[config.mk]
export PLATFORM = sky130hd
export DESIGN_NAME = delimited_field_extractor_flat
export DESIGN_NICKNAME = d
export VERILOG_FILES = /design/src/rtl/dfe_pkg.sv /design/src/rtl/dfe_if.sv /design/src/rtl/dfe_csr.sv /design/src/rtl/dfe_parser.sv /design/src/rtl/dfe_out.sv /design/src/rtl/delimited_field_extractor.sv /design/src/flat_wrapper.sv
export SDC_FILE = /design/constraint.sdc
export NUM_CORES = 1
export LEC_CHECK = 0
export BUFFER_PORTS_ARGS = -buffer_cell sky130_fd_sc_hd__clkbuf_2
export CAP_MARGIN = 0
export CORE_UTILIZATION = 30
export DETAILED_ROUTE_END_ITERATION = 16
export GPL_TIMING_DRIVEN = 0
export PLACE_DENSITY = 0.43
export SLEW_MARGIN = 25
export SYNTH_ARGS = -nofsm -noshare
export SYNTH_HDL_FRONTEND = slang
export SYNTH_SLANG_ARGS = --single-unit
[constraint.sdc]
create_clock -name clock -period 20.2 [get_ports clock]
set_input_delay 2.02 -clock clock [delete_from_list [all_inputs] [get_ports clock]]
set_output_delay 2.02 -clock clock [all_outputs]
set_load 0.1 [all_outputs]
[src/rtl/dfe_pkg.sv]
// Shared constants and types of the delimited field extractor.
package dfe_pkg;

   // Largest delimiter the window can hold
   localparam int MAX_DELIM_BYTES = 8;

   // Configuration register indexes
   localparam int CSR_INDEX_WIDTH = 8;
   localparam logic [CSR_INDEX_WIDTH-1:0] CSR_DELIM_BYTES = 8'd0;
   localparam logic [CSR_INDEX_WIDTH-1:0] CSR_DELIM_LEN   = 8'd1;

   // Register reset values
   localparam logic [63:0] DELIM_BYTES_RESET = 64'd44;
   localparam logic [3:0]  DELIM_LEN_RESET   = 4'd1;

   // Configuration as seen by the parser
   typedef struct packed {
      logic [63:0] delimiter_bytes;
      logic [3:0]  delimiter_length;
   } cfg_type;

   // Control part of one bundle of results handed from parser to output stage
   typedef struct packed {
      logic        has_final;
      logic        found;
      logic [15:0] field_length;
   } bundle_ctl_type;

endpackage

[src/rtl/dfe_if.sv]
// Channel interfaces of the delimited field extractor: request, response, register write.
interface dfe_req_if;
   logic        valid;
   logic        ready;
   logic [7:0]  data_byte;
   logic        end_of_record;
   logic [15:0] field_index;

   modport source (output valid, data_byte, end_of_record, field_index, input ready);
   modport sink   (input valid, data_byte, end_of_record, field_index, output ready);
endinterface

interface dfe_rsp_if;
   logic        valid;
   logic        ready;
   logic [7:0]  out_byte;
   logic        has_byte;
   logic        field_done;
   logic        found;
   logic [15:0] field_length;

   modport source (output valid, out_byte, has_byte, field_done, found, field_length,
                   input ready);
   modport sink   (input valid, out_byte, has_byte, field_done, found, field_length,
                   output ready);
endinterface

interface dfe_csr_if;
   logic                                valid;
   logic                                ready;
   logic [dfe_pkg::CSR_INDEX_WIDTH-1:0] index;
   logic [63:0]                         data;

   modport source (output valid, index, data, input ready);
   modport sink   (input valid, index, data, output ready);
endinterface

[src/rtl/dfe_csr.sv]
// Configuration registers: delimiter bytes and delimiter length.
module dfe_csr (
   input  logic             clock,
   input  logic             reset,
   dfe_csr_if.sink          csr_bus,
   output dfe_pkg::cfg_type cfg
);

   logic [63:0] delim_bytes_ff, delim_bytes_in;
   logic [3:0]  delim_len_ff, delim_len_in;

   // Writes are always taken
   assign csr_bus.ready = 1'b1;

   // Register decode; unknown indexes are dropped
   always_comb begin
      delim_bytes_in = delim_bytes_ff;
      delim_len_in   = delim_len_ff;
      if (csr_bus.valid) begin
         case (csr_bus.index)
            dfe_pkg::CSR_DELIM_BYTES: delim_bytes_in = csr_bus.data;
            dfe_pkg::CSR_DELIM_LEN:   delim_len_in   = csr_bus.data[3:0];
            default: ;
         endcase
      end
   end

   always_ff @(posedge clock) begin
      if (reset) begin
         delim_bytes_ff <= dfe_pkg::DELIM_BYTES_RESET;
         delim_len_ff   <= dfe_pkg::DELIM_LEN_RESET;
      end else begin
         delim_bytes_ff <= delim_bytes_in;
         delim_len_ff   <= delim_len_in;
      end
   end

   assign cfg.delimiter_bytes  = delim_bytes_ff;
   assign cfg.delimiter_length = delim_len_ff;

endmodule

[src/rtl/dfe_parser.sv]
// Input register, delimiter window matching and record state; produces at most one result bundle per item.
module dfe_parser #(
   parameter int MAX_DELIM_BYTES = dfe_pkg::MAX_DELIM_BYTES,
   localparam int CW = $clog2(MAX_DELIM_BYTES + 1)
) (
   input  logic                              clock,
   input  logic                              reset,
   dfe_req_if.sink                           req_bus,
   input  dfe_pkg::cfg_type                  cfg,
   output logic                              bun_load,
   input  logic                              bun_ready,
   output logic [MAX_DELIM_BYTES-1:0][7:0]   bun_bytes,
   output logic [CW-1:0]                     bun_count,
   output dfe_pkg::bundle_ctl_type           bun_ctl
);

   typedef enum logic [1:0] {PH_SKIP, PH_EMIT, PH_DONE} phase_type;

   localparam logic [CW-1:0] MAX_CNT = CW'(MAX_DELIM_BYTES);

   // Input register
   logic        in_valid_ff, in_valid_in;
   logic [7:0]  in_byte_ff;
   logic        in_eor_ff;
   logic [15:0] in_index_ff;

   // Record state
   logic [MAX_DELIM_BYTES-1:0][7:0] win_ff, win_in;
   logic [CW-1:0]                   cnt_ff, cnt_in;
   logic [15:0]                     passed_ff, passed_in;
   logic [15:0]                     wanted_ff, wanted_in;
   phase_type                       phase_ff, phase_in;
   logic [15:0]                     emitted_ff, emitted_in;
   logic                            at_start_ff, at_start_in;

   // Working values
   logic                            advance;
   logic [CW-1:0]                   cur_cnt;
   logic [15:0]                     cur_passed, cur_wanted, cur_emitted;
   phase_type                       cur_phase;
   logic [CW-1:0]                   eff_len;
   logic [MAX_DELIM_BYTES-1:0][7:0] nw, sw;
   logic [CW-1:0]                   nc, shift_n, hit_pos;
   logic [MAX_DELIM_BYTES-1:0]      cand;
   logic                            hit;

   function automatic logic [15:0] sat_len(input logic [15:0] a, input logic [CW-1:0] b);
      logic [16:0] s;
      s = {1'b0, a} + 17'(b);
      return s[16] ? 16'hFFFF : s[15:0];
   endfunction

   assign advance       = in_valid_ff && bun_ready;
   assign req_bus.ready = !in_valid_ff || bun_ready;

   // Input register refills whenever its item moves on
   always_comb begin
      in_valid_in = in_valid_ff;
      if (req_bus.ready) in_valid_in = req_bus.valid;
   end

   // State as seen by this item; a record's first item restarts it
   always_comb begin
      if (at_start_ff) begin
         cur_wanted  = in_index_ff;
         cur_passed  = 16'd0;
         cur_emitted = 16'd0;
         cur_cnt     = '0;
         cur_phase   = (in_index_ff == 16'd0) ? PH_EMIT : PH_SKIP;
      end else begin
         cur_wanted  = wanted_ff;
         cur_passed  = passed_ff;
         cur_emitted = emitted_ff;
         cur_cnt     = cnt_ff;
         cur_phase   = phase_ff;
      end
   end

   // Delimiter length clamped to 1..MAX
   always_comb begin
      if (cfg.delimiter_length == 4'd0) begin
         eff_len = CW'(1);
      end else if (int'(cfg.delimiter_length) > MAX_DELIM_BYTES) begin
         eff_len = MAX_CNT;
      end else begin
         eff_len = cfg.delimiter_length[CW-1:0];
      end
   end

   // Window with the new byte appended
   always_comb begin
      for (int j = 0; j < MAX_DELIM_BYTES; j++) begin
         nw[j] = (CW'(j) == cur_cnt) ? in_byte_ff : win_ff[j];
      end
      nc = (cur_cnt < MAX_CNT) ? cur_cnt + CW'(1) : cur_cnt;
   end

   // Delimiter match at every start offset that has enough bytes
   always_comb begin
      for (int p = 0; p < MAX_DELIM_BYTES; p++) begin
         cand[p] = (p + int'(eff_len)) <= int'(nc);
         for (int i = 0; i < MAX_DELIM_BYTES; i++) begin
            if ((i < int'(eff_len)) && (p + i < MAX_DELIM_BYTES)) begin
               if (nw[p + i] != cfg.delimiter_bytes[8*i +: 8]) cand[p] = 1'b0;
            end
         end
      end
      hit     = 1'b0;
      hit_pos = '0;
      for (int p = MAX_DELIM_BYTES - 1; p >= 0; p--) begin
         if (cand[p]) begin
            hit     = 1'b1;
            hit_pos = CW'(p);
         end
      end
   end

   // Bytes released ahead of a match, or all that can no longer start one
   always_comb begin
      if (hit) begin
         shift_n = hit_pos;
      end else if (nc >= eff_len) begin
         shift_n = nc - eff_len + CW'(1);
      end else begin
         shift_n = '0;
      end
      for (int j = 0; j < MAX_DELIM_BYTES; j++) begin
         sw[j] = nw[j];
         for (int k = 0; k < MAX_DELIM_BYTES; k++) begin
            if ((CW'(k) == shift_n) && (j + k < MAX_DELIM_BYTES)) sw[j] = nw[j + k];
         end
      end
   end

   // Next state and the item's result bundle
   always_comb begin
      win_in      = win_ff;
      cnt_in      = cur_cnt;
      passed_in   = cur_passed;
      wanted_in   = cur_wanted;
      phase_in    = cur_phase;
      emitted_in  = cur_emitted;
      at_start_in = 1'b0;
      bun_bytes   = nw;
      bun_count   = '0;
      bun_ctl     = '0;

      if (in_eor_ff) begin
         // End of record: flush the window when emitting, then the final result
         bun_bytes           = win_ff;
         bun_count           = (cur_phase == PH_EMIT) ? cur_cnt : '0;
         bun_ctl.has_final   = 1'b1;
         bun_ctl.found       = (cur_phase != PH_SKIP);
         bun_ctl.field_length = (cur_phase != PH_SKIP) ? sat_len(cur_emitted, bun_count)
                                                      : 16'd0;
         cnt_in      = '0;
         at_start_in = 1'b1;
      end else if (cur_phase != PH_DONE) begin
         win_in = sw;
         cnt_in = hit ? '0 : nc - shift_n;
         if (cur_phase == PH_EMIT) begin
            bun_count  = shift_n;
            emitted_in = sat_len(cur_emitted, shift_n);
         end
         if (hit) begin
            case (cur_phase)
               PH_SKIP: begin
                  passed_in = cur_passed + 16'd1;
                  if (cur_passed + 16'd1 == cur_wanted) phase_in = PH_EMIT;
               end
               PH_EMIT: phase_in = PH_DONE;
               default: phase_in = cur_phase;
            endcase
         end
      end
   end

   assign bun_load = advance && ((bun_count != '0) || bun_ctl.has_final);

   always_ff @(posedge clock) begin
      if (reset) begin
         in_valid_ff <= 1'b0;
         cnt_ff      <= '0;
         passed_ff   <= 16'd0;
         wanted_ff   <= 16'd0;
         phase_ff    <= PH_SKIP;
         emitted_ff  <= 16'd0;
         at_start_ff <= 1'b1;
      end else begin
         in_valid_ff <= in_valid_in;
         if (advance) begin
            cnt_ff      <= cnt_in;
            passed_ff   <= passed_in;
            wanted_ff   <= wanted_in;
            phase_ff    <= phase_in;
            emitted_ff  <= emitted_in;
            at_start_ff <= at_start_in;
         end
      end
   end

   // Payload registers, no reset
   always_ff @(posedge clock) begin
      if (req_bus.valid && req_bus.ready) begin
         in_byte_ff  <= req_bus.data_byte;
         in_eor_ff   <= req_bus.end_of_record;
         in_index_ff <= req_bus.field_index;
      end
      if (advance) win_ff <= win_in;
   end

   // An end-of-record item always rearms the record start
   a_eor_rearm: assert property (@(posedge clock) disable iff (reset)
      advance && in_eor_ff |=> at_start_ff)
      else $error("record start not rearmed after end of record");

   // A closed field leaves nothing pending
   a_done_empty: assert property (@(posedge clock) disable iff (reset)
      (phase_ff == PH_DONE) |-> (cnt_ff == '0))
      else $error("window not empty after field closed");

endmodule

[src/rtl/dfe_out.sv]
// Result register: holds one bundle, hands out its items one per cycle while rsp_bus.ready.
module dfe_out #(
   parameter int MAX_DELIM_BYTES = dfe_pkg::MAX_DELIM_BYTES,
   localparam int CW = $clog2(MAX_DELIM_BYTES + 1)
) (
   input  logic                            clock,
   input  logic                            reset,
   input  logic                            bun_load,
   output logic                            bun_ready,
   input  logic [MAX_DELIM_BYTES-1:0][7:0] bun_bytes,
   input  logic [CW-1:0]                   bun_count,
   input  dfe_pkg::bundle_ctl_type         bun_ctl,
   dfe_rsp_if.source                       rsp_bus
);

   localparam int IW = (MAX_DELIM_BYTES > 1) ? $clog2(MAX_DELIM_BYTES) : 1;

   logic                            valid_ff, valid_in;
   logic [CW-1:0]                   ptr_ff, ptr_in;
   logic [MAX_DELIM_BYTES-1:0][7:0] bytes_ff;
   logic [CW-1:0]                   count_ff;
   dfe_pkg::bundle_ctl_type         ctl_ff;

   logic [CW:0] total;
   logic        last, take, is_byte;

   // Item bookkeeping within the bundle
   assign total     = {1'b0, count_ff} + (CW+1)'(ctl_ff.has_final);
   assign last      = ({1'b0, ptr_ff} + (CW+1)'(1)) == total;
   assign take      = valid_ff && rsp_bus.ready;
   assign is_byte   = ptr_ff < count_ff;
   assign bun_ready = !valid_ff || (take && last);

   always_comb begin
      valid_in = valid_ff;
      ptr_in   = ptr_ff;
      if (bun_ready) begin
         valid_in = bun_load;
         ptr_in   = '0;
      end else if (take) begin
         ptr_in = ptr_ff + CW'(1);
      end
   end

   // Current item: a field byte or the final result
   always_comb begin
      rsp_bus.valid = valid_ff;
      if (is_byte) begin
         rsp_bus.out_byte     = bytes_ff[ptr_ff[IW-1:0]];
         rsp_bus.has_byte     = 1'b1;
         rsp_bus.field_done   = 1'b0;
         rsp_bus.found        = 1'b0;
         rsp_bus.field_length = 16'd0;
      end else begin
         rsp_bus.out_byte     = 8'd0;
         rsp_bus.has_byte     = 1'b0;
         rsp_bus.field_done   = 1'b1;
         rsp_bus.found        = ctl_ff.found;
         rsp_bus.field_length = ctl_ff.field_length;
      end
   end

   always_ff @(posedge clock) begin
      if (reset) begin
         valid_ff <= 1'b0;
         ptr_ff   <= '0;
      end else begin
         valid_ff <= valid_in;
         ptr_ff   <= ptr_in;
      end
   end

   always_ff @(posedge clock) begin
      if (bun_load && bun_ready) begin
         bytes_ff <= bun_bytes;
         count_ff <= bun_count;
         ctl_ff   <= bun_ctl;
      end
   end

   // Pointer stays inside the held bundle
   a_ptr_range: assert property (@(posedge clock) disable iff (reset)
      valid_ff |-> ({1'b0, ptr_ff} < total))
      else $error("result pointer past end of bundle");

   // Parser only loads when the register can take the bundle
   a_load_space: assert property (@(posedge clock) disable iff (reset)
      bun_load |-> bun_ready)
      else $error("bundle loaded while result register busy");

endmodule

[src/rtl/delimited_field_extractor.sv]
// Top level of the delimited field extractor.
//
// A record streams in on req_bus, one byte per item, and ends with an item
// whose end_of_record is set; field_index is sampled on the record's first
// item. rsp_bus returns the bytes of the selected field, one per item, and
// after them one final item with field_done, found and field_length.
// The delimiter (1 to 8 bytes) is set through csr_bus: index 0 holds the
// delimiter bytes, first byte in bits 7:0, index 1 the delimiter length.
// Write registers only between items.
// After an item is accepted, its first result passes the input register,
// then the result register, before it is valid on rsp_bus.
// Throughput: one item per cycle while each item yields at most one result
// and the receiver is ready. An item that yields k results (end-of-record
// flush, or a shortened delimiter) holds the result register until all k
// are taken; the input side keeps one item waiting meanwhile.
// When the receiver stalls, the result item holds and req_bus.ready falls
// once the input register is full.
// Reset restores delimiter "," of length 1 and starts a fresh record.
module delimited_field_extractor #(
   parameter int MAX_DELIM_BYTES = dfe_pkg::MAX_DELIM_BYTES
) (
   input logic        clock,
   input logic        reset,
   dfe_req_if.sink    req_bus,
   dfe_rsp_if.source  rsp_bus,
   dfe_csr_if.sink    csr_bus
);

   localparam int CW = $clog2(MAX_DELIM_BYTES + 1);

   dfe_pkg::cfg_type                cfg;
   logic                            bun_load;
   logic                            bun_ready;
   logic [MAX_DELIM_BYTES-1:0][7:0] bun_bytes;
   logic [CW-1:0]                   bun_count;
   dfe_pkg::bundle_ctl_type         bun_ctl;

   dfe_csr u_csr (
      .clock   (clock),
      .reset   (reset),
      .csr_bus (csr_bus),
      .cfg     (cfg)
   );

   dfe_parser #(.MAX_DELIM_BYTES(MAX_DELIM_BYTES)) u_parser (
      .clock     (clock),
      .reset     (reset),
      .req_bus   (req_bus),
      .cfg       (cfg),
      .bun_load  (bun_load),
      .bun_ready (bun_ready),
      .bun_bytes (bun_bytes),
      .bun_count (bun_count),
      .bun_ctl   (bun_ctl)
   );

   dfe_out #(.MAX_DELIM_BYTES(MAX_DELIM_BYTES)) u_out (
      .clock     (clock),
      .reset     (reset),
      .bun_load  (bun_load),
      .bun_ready (bun_ready),
      .bun_bytes (bun_bytes),
      .bun_count (bun_count),
      .bun_ctl   (bun_ctl),
      .rsp_bus   (rsp_bus)
   );

endmodule
[src/flat_wrapper.sv]
// flat-port wrapper written by rule: the top's interface ports become plain ports
module delimited_field_extractor_flat 
#(
   parameter int MAX_DELIM_BYTES = dfe_pkg::MAX_DELIM_BYTES
)
  (clock, reset, req_bus_valid, req_bus_data_byte, req_bus_end_of_record, req_bus_field_index, req_bus_ready, rsp_bus_valid, rsp_bus_out_byte, rsp_bus_has_byte, rsp_bus_field_done, rsp_bus_found, rsp_bus_field_length, rsp_bus_ready, csr_bus_valid, csr_bus_index, csr_bus_data, csr_bus_ready);
  dfe_req_if req_bus_i ();
  dfe_rsp_if rsp_bus_i ();
  dfe_csr_if csr_bus_i ();
  input logic clock;
  input logic reset;
  input wire logic [$bits(req_bus_i.valid)-1:0] req_bus_valid;
  input wire logic [$bits(req_bus_i.data_byte)-1:0] req_bus_data_byte;
  input wire logic [$bits(req_bus_i.end_of_record)-1:0] req_bus_end_of_record;
  input wire logic [$bits(req_bus_i.field_index)-1:0] req_bus_field_index;
  output wire logic [$bits(req_bus_i.ready)-1:0] req_bus_ready;
  output wire logic [$bits(rsp_bus_i.valid)-1:0] rsp_bus_valid;
  output wire logic [$bits(rsp_bus_i.out_byte)-1:0] rsp_bus_out_byte;
  output wire logic [$bits(rsp_bus_i.has_byte)-1:0] rsp_bus_has_byte;
  output wire logic [$bits(rsp_bus_i.field_done)-1:0] rsp_bus_field_done;
  output wire logic [$bits(rsp_bus_i.found)-1:0] rsp_bus_found;
  output wire logic [$bits(rsp_bus_i.field_length)-1:0] rsp_bus_field_length;
  input wire logic [$bits(rsp_bus_i.ready)-1:0] rsp_bus_ready;
  input wire logic [$bits(csr_bus_i.valid)-1:0] csr_bus_valid;
  input wire logic [$bits(csr_bus_i.index)-1:0] csr_bus_index;
  input wire logic [$bits(csr_bus_i.data)-1:0] csr_bus_data;
  output wire logic [$bits(csr_bus_i.ready)-1:0] csr_bus_ready;
  assign req_bus_i.valid = req_bus_valid;
  assign req_bus_i.data_byte = req_bus_data_byte;
  assign req_bus_i.end_of_record = req_bus_end_of_record;
  assign req_bus_i.field_index = req_bus_field_index;
  assign req_bus_ready = req_bus_i.ready;
  assign rsp_bus_valid = rsp_bus_i.valid;
  assign rsp_bus_out_byte = rsp_bus_i.out_byte;
  assign rsp_bus_has_byte = rsp_bus_i.has_byte;
  assign rsp_bus_field_done = rsp_bus_i.field_done;
  assign rsp_bus_found = rsp_bus_i.found;
  assign rsp_bus_field_length = rsp_bus_i.field_length;
  assign rsp_bus_i.ready = rsp_bus_ready;
  assign csr_bus_i.valid = csr_bus_valid;
  assign csr_bus_i.index = csr_bus_index;
  assign csr_bus_i.data = csr_bus_data;
  assign csr_bus_ready = csr_bus_i.ready;
  delimited_field_extractor #(.MAX_DELIM_BYTES(MAX_DELIM_BYTES)) u_core (.clock(clock), .reset(reset), .req_bus(req_bus_i), .rsp_bus(rsp_bus_i), .csr_bus(csr_bus_i));
endmodule
# ---- Word-level counts from Yosys, hierarchy flattened
# Cells that the tools add are included.
dict set report word_totals {
  ff_bits 304
  in_bits 102
  out_inout_bits 30
  elab_cells 318
}
dict set report op_classes {
  addsub 17
  order_cmp 21
  n_eq_ne 55
  mux 167
  bitwise 1
  reduce_logical 23
}
# cell n
set op_table {}
lappend op_table {{$mux 8} 38}
lappend op_table {{$ne 8x8->1} 36}
lappend op_table {{$mux 16} 14}
lappend op_table {{$mux 1} 85}
lappend op_table {{$mux 4} 20}
lappend op_table {{$mux 64} 1}
lappend op_table {{$le 5x4->1} 7}
lappend op_table {{$add 16x4->17} 2}
lappend op_table {{$eq 3x4->1 const A} 8}
lappend op_table {{$bmux 8 s3} 1}
lappend op_table {{$add 3x4->5 const A} 4}
lappend op_table {{$mux 18} 1}
lappend op_table {{$add 16x1->16 const B} 1}
lappend op_table {{$eq 16x16->1} 1}
lappend op_table {{$eq 2x4->1 const A} 4}
lappend op_table {{$logic_not 16->1} 1}
lappend op_table {{$lt 3x4->1 const A} 4}
lappend op_table {{$add 4x1->4 const B} 3}
lappend op_table {{$add 2x4->5 const A} 2}
lappend op_table {{$mux 2} 5}
lappend op_table {{$eq 1x4->1 const A} 2}
lappend op_table {{$eq 8x1->1 const B} 1}
lappend op_table {{$logic_not 4->1} 2}
lappend op_table {{$logic_not 8->1} 1}
lappend op_table {{27 further kinds} 40}

# ---- Logic depth before layout (Yosys ltp)
# Gate-level depths: netlist of run 1.
dict set report depth {
  ltp_word 30
  ltp_mapped 41
  depth_no_buf 31
}

# ---- By module
# From an unflattened synthesis of run 1, not the netlist that was laid out.
dict set report unflattened {
  hier_cells 2757
  hier_area_um2 24181.9
}
# module instances cells_each area_per_inst_um2 seq_area_each_um2
set modules_own_cells {}
lappend modules_own_cells {dfe_parser 1 2240 17575.6 3793.6}
lappend modules_own_cells {dfe_out 1 190 3652.3 2682.6}
lappend modules_own_cells {dfe_csr 1 327 2954.1 1361.3}

# ---- Least setup slack after synthesis of run 1
# No wires, ideal clock.
dict set report synth_path {
  kind {input to register}
  from {input rsp_bus_ready}
  to {register u_core.u_parser.cnt_ff[0]}
  setup_time_ns 0.070
  arrival_time_ns 8.203
  path_slack_ns 11.927
  path_stages 9
  n_path_buf 0
  cell_sequence {nand2_1 nor3_1 nand3_1 o21ai_0 nand2_1 nor3_1 and3_1 nand2b_1 a21oi_1}
}
dict set report synth_via {
  elab_chain_len 4
}
# element line
set synth_rtl {}
lappend synth_rtl {{start: declaration} flat_wrapper.sv:23} ;# input wire logic [$bits(rsp_bus_i.ready)-1:0] rsp_bus_ready;
lappend synth_rtl {{$logic_and 1x1->1} dfe_out.sv:30} ;# assign take = valid_ff && rsp_bus.ready;
lappend synth_rtl {{$logic_and 1x1->1} dfe_out.sv:32} ;# assign bun_ready = !valid_ff || (take && last);
lappend synth_rtl {{$logic_or 1x1->1} dfe_out.sv:32}
lappend synth_rtl {{$logic_and 1x1->1} dfe_parser.sv:53} ;# assign advance = in_valid_ff && bun_ready;
lappend synth_rtl {{end signal: assignment} dfe_parser.sv:192} ;# cnt_ff <= cnt_in;
lappend synth_rtl {{end: declaration} dfe_parser.sv:29} ;# logic [CW-1:0] cnt_ff, cnt_in;
# No other way between the ends.
# A chain may end at the register's enable or synchronous reset.

# ---- Worst setup path in the final report of run 1
dict set report layout_path {
  from {register u_core.u_parser.at_start_ff}
  to {register u_core.u_parser.emitted_ff[13]}
}
dict set report layout_via {
  elab_chain_len 27
  elab_cells_between_ends 166
}
# element line
set layout_rtl {}
lappend layout_rtl {{start: declaration} dfe_parser.sv:34} ;# logic at_start_ff, at_start_in;
lappend layout_rtl {{start signal: assignment} dfe_parser.sv:197} ;# at_start_ff <= at_start_in;
lappend layout_rtl {{$mux 4} dfe_parser.sv:64} ;# if (at_start_ff) begin
lappend layout_rtl {{$add 4x1->4, or another cell as far along} dfe_parser.sv:95} ;# nc = (cur_cnt < MAX_CNT) ? cur_cnt + CW'(1) : cur_cnt;
lappend layout_rtl {{$mux 4 / $mux 8 (equally long branches)} {dfe_parser.sv:95, dfe_parser.sv:93}}
lappend layout_rtl {{$le 4x4->1 / $ne 8x8->1 (equally long branches)} {dfe_parser.sv:101, dfe_parser.sv:104}}
lappend layout_rtl {{$mux 1} dfe_parser.sv:104} ;# if (nw[p + i] != cfg.delimiter_bytes[8*i +: 8]) cand[p] = 1'b0;
lappend layout_rtl {{$mux 1} dfe_parser.sv:103} ;# if ((i < int'(eff_len)) && (p + i < MAX_DELIM_BYTES)) begin
lappend layout_rtl {{$mux 1} dfe_parser.sv:104}
lappend layout_rtl {{$mux 1} dfe_parser.sv:103}
lappend layout_rtl {{[11 not listed]} --}
lappend layout_rtl {{$mux 1} dfe_parser.sv:103}
lappend layout_rtl {{$mux 4 / $mux 1 (equally long branches)} dfe_parser.sv:111} ;# if (cand[p]) begin
lappend layout_rtl {{$mux 4} dfe_parser.sv:120} ;# if (hit) begin
lappend layout_rtl {{$add 16x4->17} dfe_parser.sv:49} ;# s = {1'b0, a} + 17'(b);
lappend layout_rtl {{$mux 16} dfe_parser.sv:50} ;# return s[16] ? 16'hFFFF : s[15:0];
lappend layout_rtl {{$mux 16} dfe_parser.sv:161} ;# if (cur_phase == PH_EMIT) begin
lappend layout_rtl {{$mux 16} dfe_parser.sv:158} ;# end else if (cur_phase != PH_DONE) begin
lappend layout_rtl {{$mux 16 *} dfe_parser.sv:148} ;# if (in_eor_ff) begin
lappend layout_rtl {{end signal: assignment} dfe_parser.sv:196} ;# emitted_ff <= emitted_in;
lappend layout_rtl {{end: declaration} dfe_parser.sv:33} ;# logic [15:0] emitted_ff, emitted_in;
# Every way passes the cells marked *; elsewhere a longest branch is shown, timed or not.

==> metrics, run 1 <==
FF/Latch Area just under 8000 um2; NetSw between 0.0004 and 0.0005 W; max frequency between 80 and 90 MHz; worst ir drop on vdd 59.2 uV; Syn-to-layout area delta 16.1%; P_int around 0.0012 W; Post-synth EDFFs between 150 and 200; Setup TNS 0 ns; Post-Layout Inst Area around 27000 um2; Syn. warnings 0; Die Ht 280 um; RSZ-0062 raised after global routing no; FF-to-FF path depth 38; CTS H-tree depth 2; vias in the first global route 21900; routed via count roughly 23000; core area roughly 76000 um2; Root Buffer clkbuf_16; Hold Path Cell Cnt 2; asr flop ratio synth 0; critical path startpoint category flop; Critical Setup Path Class flop to flop; Layout Cells excl Fill 3917; ys flop type edfxtp_1; CTS Sinks 304; post-cts repair resize count 0; Critical Path RT between 20 and 25 ns; Inserted Clock Buffers 39; CTS hold repair buffers 0; Clock Skews 0.0166 ns; clock transition at the registers of the reported paths approximately 0.06 ns; Worst Hold Launch u_core.u_parser.wanted_ff[14]; # IOs between 100 and 150; Seq cells post-synth 304; Worst Setup End Kind flop; Die X between 200 and 300 um; Clk network pwr share 0.488; PD cells 57.9 nW/um2; post-CTS setup buffer count 0; Routed Wire Length 121000 um; WP data arrival 11.99 ns; sequential share of power 0.431; crit-path max cell delay 0.65 ns; syn_area_per_cell between 8 and 9 um2; footprint of the multi-input gates roughly 14000 um2; Post-Place Cell Area 25600 um2; Comb pwr share 0.081; Final Net Count roughly 3000; Remaining DRCs 0; via density per instance a little under 6; Hold Vio Cnt, Final 0; worst-margin pin slew 1.20 ns; clock latency on the worst-skew pair between 0.5 and 0.6 ns; ratio of cells with drive above 1 in the final layout 0.159; remaining antenna violation count 0; TritonCTS clock tree yes; Leak approximately 9 nW; Worst Setup SP u_core.u_parser.at_start_ff; first-pass GRT wire length 169000 um; detailed placement HPWL just over 90000 um; Placed Instances around 3800; GPL Wtd Cong a little over 1; sw frac 0.256; Initial Utilization 0.304; mean routed wirelength per cell 31.0 um; HP Class flop to flop; # rows a little over 100; Synth cell types 102; fillers slightly above 8000; post-synthesis sequential area ratio 0.337; 1st-iter DRT viols 3003; DIE AREA slightly below 80000 um2; drt pass-1 iters 8; GRT Total Usage 0.304; largest net degree at the start of global routing 54; Relative slew margins 0.197; CP max FO 11; maximum capacitance violations 0; Slowest-stage cell, CP nor4_1; clock tree buffer depth 3; Slew Viols, Final 0; Period minus WS final 11.47 ns; initial antenna violation count 6; mapped cell area approximately 23000 um2; status complete, no violations; I/O Buffers approximately 130; startpoint of the worst register-to-register path u_core.u_parser.at_start_ff; Synthesized Nets between 2000 and 3000; GRT Residual Overflow 0; Syn Inst Count between 2000 and 3000; Final setup viols 0; Final period util 0.568
==> layout by cell type (no fill, tap or decap), types with 21 or more instances in the layout <==
| cell type | instances |
|---|---|
| buf_2 | 41 |
| clkbuf_2 | 136 |
| nand3_1 | 55 |
| nand4_1 | 25 |
| a211oi_1 | 28 |
| a31oi_1 | 21 |
| clkbuf_16 | 39 |
| a21oi_1 | 230 |
| dfxtp_1 | 129 |
| buf_1 | 28 |
| inv_1 | 89 |
| a21bo_2 | 29 |
| nand2_1 | 318 |
| xnor2_1 | 232 |
| nand2b_1 | 34 |
| edfxtp_1 | 175 |
| o21ai_0 | 87 |
| and3_1 | 21 |
| buf_4 | 27 |
| mux2i_1 | 44 |
| xor2_1 | 90 |
| and2_1 | 29 |
| nor4_1 | 57 |
| nor2b_1 | 41 |
| a21o_1 | 24 |
| nor3_1 | 32 |
| nor2_1 | 148 |
| o22ai_1 | 46 |
| mux2_2 | 49 |
| clkbuf_1 | 142 |
| ha_1 | 56 |
==> synthesized netlist by cell type (all sizes together), types with 90 or more instances <==
library cell,number,share of area
a21oi,231,0.050
buf,94,0.023
clkbuf,140,0.023
dfxtp,129,0.11
edfxtp,175,0.23
inv,92,0.015
nand2,319,0.052
nor2,150,0.024
o21ai,100,0.022
xnor2,232,0.087
xor2,90,0.034
==> per-layer routing <==
| layer | global-route usage | vias to the layer above | routed length [um] |
|---|---|---|---|
| li1 | - | 10000 | - |
| met1 | 0.433 | 11400 | 54200 |
| met2 | 0.447 | 1306 | 50900 |
| met3 | 0.0669 | 216 | 11600 |
| met4 | 0.104 | 4 | 4530 |
| met5 | 0 | - | 23 |
==> kinds of logic after synthesis <==
| group | after synthesis | synth area share |
|---|---|---|
| AND/OR/NAND/NOR | 821 | 0.172 |
| AO/OA/AOI/OAI | 693 | 0.202 |
| buffers and inverters | 329 | 0.0607 |
| XOR/XNOR | 322 | 0.121 |
| flip-flops | 304 | 0.337 |
| multiplexers | 132 | 0.0712 |
| adder cells (fa/ha/maj) | 62 | 0.0353 |
| other | 1 | 0.000161 |
==> flip-flops by register name (all words and copies together), names as in the netlist <==
register / count
u_core.u_out.ptr_ff: 4
u_core.u_parser.at_start_ff: 1
u_core.u_parser.in_byte_ff: 8
u_core.u_out.bytes_ff: 64
u_core.u_parser.wanted_ff: 16
u_core.u_out.ctl_ff: 18
u_core.u_parser.win_ff: 64
u_core.u_parser.in_eor_ff: 1
u_core.u_out.rsp_bus.valid: 1
u_core.u_csr.delim_bytes_ff: 64
u_core.u_parser.emitted_ff: 16
u_core.u_parser.in_valid_ff: 1
u_core.u_parser.phase_ff: 2
u_core.u_parser.in_index_ff: 16
u_core.u_csr.delim_len_ff: 4
u_core.u_out.count_ff: 4
u_core.u_parser.passed_ff: 16
u_core.u_parser.cnt_ff: 4
==> worst paths after layout <==
check                           slack, ns                        endpoint
worst min register to register       0.45   u_core.u_parser.wanted_ff[14]
worst min-delay path                 0.45   u_core.u_parser.wanted_ff[14]
worst max register to register       8.73  u_core.u_parser.emitted_ff[13]
worst max-delay path                 8.73  u_core.u_parser.emitted_ff[13]
==> metrics by stage <==
stage	util	hold WS (ns)	power (W)	setup slack, ns
3_5_place_dp	0.335	0.451	0.000809	8.89
6_report	0.354	0.453	0.00156	8.73
2_1_floorplan	-	0.436	0.000751	11.93
5_1_grt	0.353	0.487	0.00160	8.10
4_1_cts	0.353	0.459	0.00157	8.82
3_3_place_gp	0.330	0.443	0.000807	7.26
==> worst max-delay path: cells and delay by family (launching register included) <==
family | cells | cell delay (ns)
DFF | 1 | 0.44
buffers and inverters | 13 | 4.89
adders and majority gates | 3 | 0.98
and+or+nand+nor | 12 | 2.97
AOI/OAI and AO/OA | 10 | 2.07
==> area by class of cell <==
| class | count | area share |
|---|---|---|
| plain buffers | 234 | 0.0395 |
| well taps | 1030 | 0.0478 |
| multi-input cells | 2031 | 0.526 |
| diodes | 2 | 0.000185 |
| inverters | 95 | 0.0133 |
| clock inverters | 21 | 0.0116 |
| clock buffers | 50 | 0.0388 |
| flip-flops and latches | 304 | 0.290 |
| repair buffers | 150 | 0.0323 |
==> power groups by stage <==
| stage | sequential [W] | clock (W) | combinational [W] |
|---|---|---|---|
| CTS | 0.000673 | 0.000775 | 0.000124 |
| global placement | 0.000688 | 0 | 0.000119 |
| finish | 0.000673 | 0.000762 | 0.000126 |
| detailed placement | 0.000686 | 0 | 0.000123 |
| floorplan | 0.000683 | 0 | 0.0000678 |
| global route | 0.000674 | 0.000797 | 0.000132 |
Power figures use the tool's default switching activity.
==> run 2: changes to the inputs <==
--- a/config.mk
+++ b/config.mk
@@ -5,12 +5,13 @@
 export SDC_FILE = /design/constraint.sdc
 export NUM_CORES = 1
 export LEC_CHECK = 0
+export ABC_AREA = 1
 export BUFFER_PORTS_ARGS = -buffer_cell sky130_fd_sc_hd__clkbuf_2
 export CAP_MARGIN = 0
 export CORE_UTILIZATION = 30
 export DETAILED_ROUTE_END_ITERATION = 16
 export GPL_TIMING_DRIVEN = 0
-export PLACE_DENSITY = 0.43
+export PLACE_DENSITY = 0.45
 export SLEW_MARGIN = 25
 export SYNTH_ARGS = -nofsm -noshare
 export SYNTH_HDL_FRONTEND = slang
==> constraint.sdc (replaced) <==
create_clock -name clock -period 10.1 [get_ports clock]
set_input_delay 1.01 -clock clock [delete_from_list [all_inputs] [get_ports clock]]
set_output_delay 1.01 -clock clock [all_outputs]
set_load 0.1 [all_outputs]
==> run 2 against run 1 <==
  * Largest cell class unchanged
  * First-iteration DRC count down 4.4%
  * Die area up 1.5%
  * Worst setup slack worse by 8.0 ns
  * Routed wire length down 1.2%
  * Final cell count up 27%
  * Highest routed layer unchanged
==> metrics, run 2 <==
TritonCTS clock tree yes (unchanged); # IOs 132 (unchanged); Period minus WS final 9.38 ns (was 11.47 ns); Post-synth EDFFs 175 (unchanged); Synth cell types 54 (was 102); detailed placement HPWL 96400 um (was 92800 um); fin util 0.349 (was 0.354); WP data arrival 9.86 ns (was 11.99 ns); Leak 12.2 nW (was 8.97 nW); Final Net Count 4076 (was 3019); Worst Hold Launch u_core.u_csr.delim_len_ff[0] (was u_core.u_parser.wanted_ff[14]); largest net degree at the start of global routing 24 (was 54); max frequency 107 MHz (was 87.2 MHz); CTS Sinks 304 (unchanged); fillers 8762 (was 8061); clock transition at the registers of the reported paths 0.06 ns (about the same); Root Buffer clkbuf_16 (unchanged); routed via count 26000 (was 22900); clock tree buffer depth 3 (unchanged); PD cells 121 nW/um2 (was 57.9 nW/um2); via density per instance 5.22 (was 5.85); Clock Skews 0.0372 ns (was 0.0166 ns); DIE AREA 79700 um2 (was 78600 um2); count leader, synth nand2_1 (unchanged); leading area contributor after synthesis nand2_1 (was edfxtp_1); Worst Setup SP u_core.u_parser.at_start_ff (unchanged); Remaining DRCs 0 (unchanged); Slew Viols, Final 0 (unchanged); biggest regs u_core.u_csr.delim_bytes_ff: 64 flops, u_core.u_out.bytes_ff: 64 flops, u_core.u_parser.win_ff: 64 flops (unchanged); post-CTS setup buffer count 0 (unchanged); GRT Total Usage 0.297 (was 0.304); drt pass-1 iters 6 (was 8); post-synthesis sequential area ratio 0.332 (was 0.337); CP dominant cell by count nand2_1; Final setup viols 0 (unchanged); crit-path max cell delay 0.62 ns (was 0.65 ns); Syn-to-layout area delta 14.9% (was 16.1%); Inserted Clock Buffers 41 (was 39); core area 77600 um2 (was 76300 um2); worst-margin pin slew 0.983 ns (was 1.20 ns); Routed Wire Length 120000 um (was 121000 um); Initial Utilization 0.304 (about the same); most frequent cells in the layout nand2_1 (1507), inv_1 (338), nor2_1 (266) (was nand2_1 (318), xnor2_1 (232), a21oi_1 (230)); 1st-iter DRT viols 2870 (was 3003); status complete, no violations (unchanged); ratio of cells with drive above 1 in the final layout 0.0885 (was 0.159); first-pass GRT wire length 170000 um (was 169000 um); commonest non-fill, non-tap cell in the layout nand2_1 (unchanged); syn_area_per_cell 6.32 um2 (was 8.72 um2); mean routed wirelength per cell 24.0 um (was 31.0 um); RSZ-0062 raised after global routing no (unchanged); maximum capacitance violations 0 (unchanged); CP max FO 11 (unchanged); remaining antenna violation count 0 (unchanged); ys flop type edfxtp_1 (unchanged); worst ir drop on vdd 93.8 uV (was 59.2 uV); clock latency on the worst-skew pair 0.60 ns (was 0.58 ns); initial antenna violation count 3 (was 6); Critical Path RT 10.58 ns (was 20.71 ns); I/O Buffers 129 (unchanged); GPL Wtd Cong 0.998 (was 1.01); Die X 282 um (was 280 um); vias in the first global route 23600 (was 21900); # rows 102 (was 101); Synthesized Nets 3895 (was 2828); Synth top cells by count nand2_1 (1507), inv_1 (339), nor2_1 (267) (was nand2_1 (318), xnor2_1 (232), a21oi_1 (231)); top cell type's share of synthesized area 0.240 (was 0.226); Seq cells post-synth 304 (unchanged); Pwr Total 0.00327 W (was 0.00156 W); Final period util 0.929 (was 0.568); Slowest-stage cell, CP clkbuf_1 (was nor4_1); Die Ht 282 um (was 280 um); Hold Vio Cnt, Final 0 (unchanged); Critical Setup Path Class flop to flop (unchanged); asr flop ratio synth 0 (unchanged); startpoint of the worst register-to-register path u_core.u_parser.at_start_ff (unchanged); Syn. warnings 0 (unchanged); Worst Setup End Kind flop (unchanged); mapped cell area 23600 um2 (was 23200 um2); GRT Residual Overflow 0 (unchanged); Syn Inst Count 3731 (was 2664); critical path startpoint category flop (unchanged); HP Class flop to flop (unchanged); leading post-synthesis cells by cell area nand2_1 (24%), edfxtp_1 (22%), dfxtp_1 (11%), a21oi_1 (5.6%), inv_1 (5.4%) (was edfxtp_1 (23%), dfxtp_1 (11%), xnor2_1 (8.7%), nand2_1 (5.1%), a21oi_1 (5.0%)); Relative slew margins 0.345 (was 0.197); CTS H-tree depth 2 (unchanged)
==> run 2: cell types whose count changed after synthesis, moves of 48 or more <==
| cell | delta |
|---|---|
| inv_1 | +249 |
| mux2_2 | -49 |
| mux2i_1 | -50 |
| nand2_1 | +1189 |
| nand3_1 | +120 |
| nor2_1 | +118 |
| nor4_1 | -54 |
| o21ai_0 | +159 |
| o22ai_1 | -48 |
| xnor2_1 | -217 |
==> run 2: cells by family (layout without fill, tap and decap cells) <==
| family | after synthesis | after routing | synth area share |
|---|---|---|---|
| and+or+nand+nor | 2059 | 2059 | 0.350 |
| AOI/OAI and AO/OA | 681 | 681 | 0.160 |
| buffers and inverters | 553 | 766 | 0.0958 |
| DFF | 304 | 304 | 0.332 |
| xor gates and xnor gates | 68 | 68 | 0.0253 |
| adders and majority gates | 62 | 62 | 0.0348 |
| muxes | 3 | 3 | 0.00127 |
| other | 1 | 2 | 0.000159 |
==> run 2: final timing paths <==
kind              depth (start not counted)                        endpoint  slack (ns)
setup / recovery                         39  u_core.u_parser.emitted_ff[14]        0.72
hold / removal                            2    u_core.u_csr.delim_len_ff[0]        0.46
setup reg to reg                         39  u_core.u_parser.emitted_ff[14]        0.72
hold reg to reg                           2    u_core.u_csr.delim_len_ff[0]        0.46
==> run 2: critical path, delay by kind of cell, from the launching register on <==
| kind | cells | cell delay [ns] |
|---|---|---|
| adders and majority gates | 3 | 0.80 |
| AOI/OAI and AO/OA | 3 | 0.44 |
| DFF | 1 | 0.40 |
| buffers and inverters | 13 | 4.03 |
| and+or+nand+nor | 20 | 3.58 |
==> run 2: power breakdown <==
part           leakage (nW)  internal [W]  switching (W)  total (W)
clock                 0.649      0.000851       0.000620    0.00147
sequential             2.67       0.00136      0.0000287    0.00138
combinational          8.90      0.000109       0.000303   0.000412
==> run 2: timing repair <==
item / CTS / global route
endpoints found under the hold margin: 0 / 0
endpoints found under the setup margin: 0 / 2
gates resized for setup: 0 / 1
hold buffers: 0 / 0
==> run 2: area by class of cell <==
| cell class | instances | area [um2] | area share |
|---|---|---|---|
| inverter | 370 | 1390 | 0.0513 |
| antenna | 1 | 2.50 | 0.0000924 |
| sequential | 304 | 7840 | 0.289 |
| multi-input combinational | 2874 | 13500 | 0.499 |
| clock inverter | 21 | 170 | 0.00628 |
| timing repair buffer | 138 | 855 | 0.0316 |
| clock buffer | 54 | 1150 | 0.0423 |
| tap | 1040 | 1300 | 0.0480 |
| buffer | 183 | 872 | 0.0322 |
==> run 2: stage by stage <==
step / hold WS, ns / area (um2) / TNS (ns) / instances / worst slack, ns
detailed placement: 0.448 / 25800 / 0 / 4909 / 0.778
floorplan: 0.424 / 23600 / 0 / 3731 / 0.565
CTS: 0.457 / 27100 / 0 / 4984 / 0.744
global placement: 0.442 / 25500 / -377.34 / 4900 / -4.35
global route: 0.472 / 27100 / 0 / 4984 / 0.148
finish: 0.461 / 27100 / 0 / 4985 / 0.718
==> run 2: layer usage <==
layer  GRT usage  vias up  routed length, um
li1            -    12500                  -
met1       0.432    12200              55200
met2       0.451     1101              51500
met3      0.0397      180               9390
met4      0.0911        2               3770
met5           0        -                 11
